`src/hw/rtl/sfd_pkg.sv`:
```
// ----------------------------------------------------------------------------
// Sensor frame decoder package
// Shared constants, the result record type and the CRC-8 byte update.
// ----------------------------------------------------------------------------
package sfd_pkg;

   // number of captured payload bytes (bytes 1 to 6 of a frame)
   localparam int unsigned NUM_CAP = 6;

   // CRC-8 generator, 0x18D, with the ninth (top) bit included
   localparam logic [8:0] CRC_POLY = 9'h18D;

   // one decoded frame, field 0 is the node id, field 5 the relay state
   typedef struct packed {
      logic                      frame_ok;
      logic [7:0]                frame_length;
      logic [NUM_CAP-1:0][7:0]   fields;
   } result_type;

   // bit-serial CRC-8, MSB first, no augmentation, eight steps per byte
   function automatic logic [7:0] crc8_byte(input logic [7:0] rem, input logic [7:0] din);
      logic [8:0] r;
      r = {1'b0, rem};
      for (int i = 7; i >= 0; i--) begin
         r = {r[7:0], din[i]};
         if (r[8]) begin
            r = r ^ CRC_POLY;
         end
      end
      return r[7:0];
   endfunction

endpackage

```
`src/hw/rtl/sfd_in_reg.sv`:
```
// ----------------------------------------------------------------------------
// Sensor frame decoder input register
// Holds one accepted byte until the frame tracker consumes it.
// ----------------------------------------------------------------------------
module sfd_in_reg
   import sfd_pkg::*;
(
   input  logic       clock,
   input  logic       reset,
   input  logic       req_valid,
   output logic       req_ready,
   input  logic [7:0] req_data_byte,
   input  logic       req_frame_start,
   input  logic       advance,
   output logic       item_valid,
   output logic [7:0] item_data,
   output logic       item_start
);

   logic       valid_ff, valid_in;
   logic [7:0] data_ff;
   logic       start_ff;

   // room when empty or when the held byte moves on this cycle
   assign req_ready = !valid_ff || advance;
   assign valid_in  = req_ready ? req_valid : valid_ff;

   always_ff @(posedge clock) begin
      if (reset) begin
         valid_ff <= 1'b0;
      end else begin
         valid_ff <= valid_in;
      end
   end

   // payload, loaded on each accepted transaction
   always_ff @(posedge clock) begin
      if (req_valid && req_ready) begin
         data_ff  <= req_data_byte;
         start_ff <= req_frame_start;
      end
   end

   assign item_valid = valid_ff;
   assign item_data  = data_ff;
   assign item_start = start_ff;

endmodule

```
`src/hw/rtl/sfd_frame_track.sv`:
```
// ----------------------------------------------------------------------------
// Sensor frame decoder frame tracker
// Byte position, length, running CRC and captured fields of the current frame.
// ----------------------------------------------------------------------------
module sfd_frame_track
   import sfd_pkg::*;
(
   input  logic       clock,
   input  logic       reset,
   input  logic       item_fire,
   input  logic [7:0] item_data,
   input  logic       item_start,
   output logic       result_fire,
   output result_type result
);

   logic [7:0]              crc_ff, crc_in;
   logic [7:0]              pos_ff, pos_in;
   logic [7:0]              len_ff, len_in;
   logic [NUM_CAP-1:0][7:0] cap_ff, cap_in;
   logic                    new_frame;
   logic [7:0]              crc_step;
   logic [7:0]              pos_inc;

   // a byte opens a frame when forced or when no frame is in progress
   assign new_frame = item_start || (pos_ff == 8'd0);
   assign crc_step  = crc8_byte(new_frame ? 8'h00 : crc_ff, item_data);
   assign pos_inc   = pos_ff + 8'd1;

   // next state and end-of-frame detection
   always_comb begin
      crc_in      = crc_ff;
      pos_in      = pos_ff;
      len_in      = len_ff;
      cap_in      = cap_ff;
      result_fire = 1'b0;
      if (item_fire) begin
         if (new_frame) begin
            len_in = item_data;
            cap_in = '0;
            if (item_data == 8'd0) begin
               // empty frame: CRC covers nothing
               crc_in      = 8'h00;
               pos_in      = 8'd0;
               result_fire = 1'b1;
            end else begin
               crc_in = crc_step;
               if (item_data == 8'd1) begin
                  pos_in      = 8'd0;
                  result_fire = 1'b1;
               end else begin
                  pos_in = 8'd1;
               end
            end
         end else begin
            crc_in = crc_step;
            for (int k = 0; k < NUM_CAP; k++) begin
               if (pos_ff == 8'(k + 1)) begin
                  cap_in[k] = item_data;
               end
            end
            if (pos_inc >= len_ff) begin
               pos_in      = 8'd0;
               result_fire = 1'b1;
            end else begin
               pos_in = pos_inc;
            end
         end
      end
   end

   // result record reflects the state after this byte
   assign result.frame_ok     = (crc_in == 8'h00);
   assign result.frame_length = len_in;
   assign result.fields       = cap_in;

   always_ff @(posedge clock) begin
      if (reset) begin
         crc_ff <= '0;
         pos_ff <= '0;
         len_ff <= '0;
         cap_ff <= '0;
      end else begin
         crc_ff <= crc_in;
         pos_ff <= pos_in;
         len_ff <= len_in;
         cap_ff <= cap_in;
      end
   end

endmodule

```
`src/hw/rtl/sfd_out_reg.sv`:
```
// ----------------------------------------------------------------------------
// Sensor frame decoder result register
// Holds one finished frame record until the receiver takes it.
// ----------------------------------------------------------------------------
module sfd_out_reg
   import sfd_pkg::*;
(
   input  logic       clock,
   input  logic       reset,
   input  logic       load,
   input  result_type result_in,
   input  logic       rsp_ready,
   output logic       rsp_valid,
   output result_type result_out,
   output logic       advance
);

   logic       valid_ff, valid_in;
   result_type result_ff;

   // pipeline may move when the slot is free or being emptied
   assign advance = !valid_ff || rsp_ready;

   always_comb begin
      valid_in = valid_ff;
      if (load) begin
         valid_in = 1'b1;
      end else if (rsp_ready) begin
         valid_in = 1'b0;
      end
   end

   always_ff @(posedge clock) begin
      if (reset) begin
         valid_ff <= 1'b0;
      end else begin
         valid_ff <= valid_in;
      end
   end

   always_ff @(posedge clock) begin
      if (load) begin
         result_ff <= result_in;
      end
   end

   assign rsp_valid  = valid_ff;
   assign result_out = result_ff;

endmodule

```
`src/hw/rtl/sensor_frame_decoder_crc8.sv`:
```
// ----------------------------------------------------------------------------
// Sensor frame decoder with CRC-8 check
// Top level: input register, frame tracker, result register.
// ----------------------------------------------------------------------------
// Usage:
//   req_ channel carries one received frame byte per transaction, the length
//   byte first; req_frame_start forces a byte to open a new frame and drops
//   any frame in progress without a result.
//   rsp_ channel carries one transaction per finished frame: CRC-8 (0x18D)
//   pass flag, length and the six captured bytes, zero where the frame is
//   too short to reach them.
//   The input register takes each byte at the accepting edge; the result
//   register takes a frame's record when its last byte is processed, which
//   waits while the result register is full and rsp_ready is low.
//   Throughput: one byte per cycle unless the receiver stalls; the eight CRC
//   steps of a byte sit in the logic between the two registers.
//   Reset clears both valid flags and the frame state, so the next byte is
//   taken as a length byte.
//   When the receiver stalls, the result register holds its record and the
//   input register keeps one byte; req_ready falls only when both are full
//   and rsp_ready is low.
// ----------------------------------------------------------------------------
module sensor_frame_decoder_crc8
   import sfd_pkg::*;
(
   input  logic       clock,
   input  logic       reset,
   input  logic       req_valid,
   output logic       req_ready,
   input  logic [7:0] req_data_byte,
   input  logic       req_frame_start,
   output logic       rsp_valid,
   input  logic       rsp_ready,
   output logic       rsp_frame_ok,
   output logic [7:0] rsp_frame_length,
   output logic [7:0] rsp_node_id,
   output logic [7:0] rsp_temp_whole,
   output logic [7:0] rsp_temp_hundredths,
   output logic [7:0] rsp_humi_whole,
   output logic [7:0] rsp_humi_hundredths,
   output logic [7:0] rsp_relay_state
);

   logic       advance;
   logic       item_valid;
   logic [7:0] item_data;
   logic       item_start;
   logic       item_fire;
   logic       result_fire;
   result_type result_next;
   result_type result_held;

   sfd_in_reg u_in_reg (
      .clock           (clock),
      .reset           (reset),
      .req_valid       (req_valid),
      .req_ready       (req_ready),
      .req_data_byte   (req_data_byte),
      .req_frame_start (req_frame_start),
      .advance         (advance),
      .item_valid      (item_valid),
      .item_data       (item_data),
      .item_start      (item_start)
   );

   // held byte is processed when the result slot can take its outcome
   assign item_fire = item_valid && advance;

   sfd_frame_track u_frame_track (
      .clock       (clock),
      .reset       (reset),
      .item_fire   (item_fire),
      .item_data   (item_data),
      .item_start  (item_start),
      .result_fire (result_fire),
      .result      (result_next)
   );

   sfd_out_reg u_out_reg (
      .clock      (clock),
      .reset      (reset),
      .load       (result_fire),
      .result_in  (result_next),
      .rsp_ready  (rsp_ready),
      .rsp_valid  (rsp_valid),
      .result_out (result_held),
      .advance    (advance)
   );

   assign rsp_frame_ok        = result_held.frame_ok;
   assign rsp_frame_length    = result_held.frame_length;
   assign rsp_node_id         = result_held.fields[0];
   assign rsp_temp_whole      = result_held.fields[1];
   assign rsp_temp_hundredths = result_held.fields[2];
   assign rsp_humi_whole      = result_held.fields[3];
   assign rsp_humi_hundredths = result_held.fields[4];
   assign rsp_relay_state     = result_held.fields[5];

endmodule

```
`config.mk`:
```
export PLATFORM = sky130hd
export DESIGN_NAME = sensor_frame_decoder_crc8
export DESIGN_NICKNAME = d
export VERILOG_FILES = /design/src/hw/rtl/sfd_pkg.sv /design/src/hw/rtl/sfd_in_reg.sv /design/src/hw/rtl/sfd_frame_track.sv /design/src/hw/rtl/sfd_out_reg.sv /design/src/hw/rtl/sensor_frame_decoder_crc8.sv
export SDC_FILE = /design/constraint.sdc
export NUM_CORES = 1
export LEC_CHECK = 0
export BUFFER_PORTS_ARGS = -buffer_cell sky130_fd_sc_hd__buf_2
export CAP_MARGIN = 20
export CORE_MARGIN = 2
export CORE_UTILIZATION = 50
export CTS_CLUSTER_SIZE = 24
export DETAILED_ROUTE_END_ITERATION = 10
export PLACE_DENSITY_LB_ADDON = 0.15
export SETUP_SLACK_MARGIN = 0.15
export SLEW_MARGIN = 40
export SYNTH_ARGS = -nofsm -noshare
export SYNTH_HDL_FRONTEND = slang
export SYNTH_SLANG_ARGS = --single-unit
```
`constraint.sdc`:
```
create_clock -name clock -period 7 [get_ports clock]
set_input_delay 0.35 -clock clock [delete_from_list [all_inputs] [get_ports clock]]
set_output_delay 0.35 -clock clock [all_outputs]
set_load 0.01 [all_outputs]
```
==> results.md <==
- Crit-path most repeated cell: nand3_1
- Met1 WL: 5440 µm
- Total grt overflow: 0
- Synthesized flop and latch total: between 100 and 150
- CTS resizes: 0
- Post-synth EDFFs: 66
- Most frequent cell after synthesis: nor2_1
- Synth area leaders: edfxtp_1, dfxtp_1, mux2i_1
- Final net count: roughly 600
- Clock latency on the worst-skew pair: approximately 0.41 ns
- Vias in the first global route: ~3700
- R2r setup slk: 3.17 ns
- Row count: 39
- Drt via density: 5.22
- Unrepaired setup endpoints after global routing: no
- Setup Crit Path Kind: reg2reg
- Post-synth top area share: 34.3%
- YS warnings: 0
- Initial Utilization: 50.9%
- Total track usage: 19.7%
- F_max: 261 MHz
- Setup crit start: u_frame_track.pos_ff[2]$_SDFFE_PP0P_
- Worst r2r src: u_frame_track.pos_ff[2]$_SDFFE_PP0P_
- Arrival time worst endpoint: 3.87 ns
- Post-synthesis sequential area ratio: 59.9%
- Synth async-reset ratio: 0%
- Initial DRT Pass Iterations: 5
- TritonCTS Buffers: 17
- Fill cell count: 925
- Max Slew Vio Count: 0
- Root cell of the clock tree: clkbuf_16
- Slew margin rel.: between 50% and 60%
- Fin crit period: 3.83 ns
- Die area: 12400 µm²
- Max Used Layer: met4
- Setup TNS: 0 ns
- Final hold vios: 0
- Bufs on Longest Clock Path: 2
- CP Capture Type: register
- Starting DRT DRC Count: between 200 and 250
- Top_reg_cell synth: dfxtp_1
- Pin count of the biggest net entering global routing: 65
- Max incr delay on CP: 0.61 ns
- Maximum VDD drop: roughly 0.14 mV
- Die height: 112 µm
- DRC violations left: 0
- CTS tree: built
- Total power: between 1.5 and 2 mW
- Cell breakdown of the critical path: nand3_1 > or2_2 > nor2_1 > xor2_1 > ha_1 > and3_1 > nand3_1 > o221a_2 > nor3_4 > buf_4
- GPL Wtd Cong: 0.856
- Routed wire length: 11900 µm
- Pwr dens: between 200 and 300 nW/µm²
- Worst Path Required: 7.04 ns
- Die width: 112 µm
- Global-route wire length before repair: about 19000 µm
- Hold crit path type: in2reg
- Maxcap violations: 0
- DP Wirelength: 7460 µm
- Cell area after layout: 6850 µm²
- Total number of vias: 3824
- Syn-to-layout area delta: 18.5%
- Syn_nets: between 500 and 600
- Placed inst area: 6200 µm²
- Status: completed
- Core area: 11400 µm²
- Worst-path maximum fanout: 45
- Commonest cells post-synth: nor2_1, dfxtp_1, edfxtp_1
- Post-route ant nets: 0
- Netlist cell types: 49
- Leak: 2.80 nW
- Yosys top cell by area: edfxtp_1
- H-tree depth: 4
- Reg2Reg Depth: 10
- CTS Sinks: 140
- Met3 routed WL: 497 µm
- Worst Skew: 0.00831 ns
- Worst Hold End: u_in_reg.item_data[6]$_DFFE_PP_
- Final period util: 54.7%
- Cts hold-fix bufs: 0
- I/O pins: 72
- Initial antenna violation count: 0
- CP Launch Type: register
- Metal2 WL: approximately 5700 µm
- Hold path cells: 1
- Wire per inst: about 16 µm
- Pin slew with the least headroom to its limit: 0.660 ns
- CP max stage cell: nor3_4
- Port bufs: 71
- # setup viols final: 0
- Hold path start: req_data_byte[6]
- Reg-to-reg endpoint: u_out_reg.result_out[29]$_DFFE_PP_
- Synthesized cell area: 5780 µm²
- Synthesized area per cell: 11.2 µm²
- Gate count of the mapped netlist: 518
- Post-CTS Repair Setup Buffers: 0
- Ant. Diodes: 0
- Share of layout cells above drive strength 1: 19.9%
- Worst-path clk slew: 0.06 ns
## critical path, delay by kind of cell, from the launching register on
family / cells / cell delay [ns]
compound gates: 1 / 0.35
xor+xnor: 1 / 0.10
fa+ha+maj: 1 / 0.30
buf+inv: 1 / 0.59
flops: 1 / 0.50
simple gates: 6 / 1.58
## state kept, by name (all words and copies together) (netlist names)
name / cells
u_frame_track.cap_ff: 48
u_frame_track.crc_ff: 8
u_frame_track.len_ff: 8
u_frame_track.pos_ff: 8
u_in_reg.item_data: 8
u_in_reg.item_start: 1
u_in_reg.item_valid: 1
u_out_reg.result_out: 57
u_out_reg.rsp_valid: 1
## metal layers
layer	global-route usage [%]	up-vias
li1	-	1887
met1	25.9	1825
met2	31.5	97
met3	4.95	15
met4	7.82	0
met5	0	-
## cell type report
class	instances	area (µm²)	area share, %
Clock buffer	19	433	6.32
Clock inverter	13	213	3.11
Inverter	13	48.8	0.712
Multi-Input combinational cell	330	2130	31.1
Sequential cell	140	3460	50.6
Tap cell	143	179	2.61
Timing Repair Buffer	74	385	5.63
## placed cells by master, fill, tap and decap left out, drive strengths merged, types with 5 or more instances in the layout
cell type  Yosys  routed
nor2         112     112
dfxtp         74      74
buf           21      74
edfxtp        66      66
mux2i         50      50
nand2         28      28
clkbuf        14      19
nor3          16      16
inv           13      16
nand3         12      12
ha            12      12
a21oi         12      12
nor2b         11      11
o21ai         11      11
xnor2         10      10
xor2           7       7
and2           5       5
bufinv         0       5
## through the flow
stage | worst slack, ns | util (%) | hold slack, ns | cells
after global placement | 3.04 | 54.4 | 0.485 | 699
after floorplan | 0.576 | - | 0.422 | 518
after CTS | 3.15 | 60.2 | 0.0956 | 732
final | 3.17 | 60.2 | 0.111 | 732
after detailed placement | 3.17 | 54.6 | 0.494 | 700
after global routing | 2.87 | 60.2 | 0.0912 | 732
## how the worst max path moves through the flow
stage / end / slack, ns / depth (start not counted)
2_1_floorplan: u_out_reg.result_out[0]$_DFFE_PP_ / 0.58 / 10
3_3_place_gp: u_out_reg.result_out[42]$_DFFE_PP_ / 3.04 / 10
3_5_place_dp: u_out_reg.result_out[33]$_DFFE_PP_ / 3.17 / 10
4_1_cts: u_out_reg.result_out[56]$_DFFE_PP_ / 3.15 / 10
5_1_grt: u_out_reg.result_out[29]$_DFFE_PP_ / 2.87 / 10
6_report: u_out_reg.result_out[29]$_DFFE_PP_ / 3.17 / 10
## report_power, final
| group | switching, mW | internal (mW) | leakage, nW |
|---|---|---|---|
| registers | 0.0215 | 0.869 | 1.22 |
| logic | 0.0621 | 0.0462 | 1.28 |
| clock network | 0.343 | 0.636 | 0.305 |
## kinds of logic after synthesis
group | count (synthesis) | synth area share, %
compound gates | 45 | 5.09
mux | 51 | 8.85
flops | 140 | 59.9
buf+inv | 48 | 3.64
simple gates | 201 | 15.8
fa+ha+maj | 12 | 2.60
xor+xnor | 21 | 4.15
No activity file was read; power rests on OpenSTA's default activity.
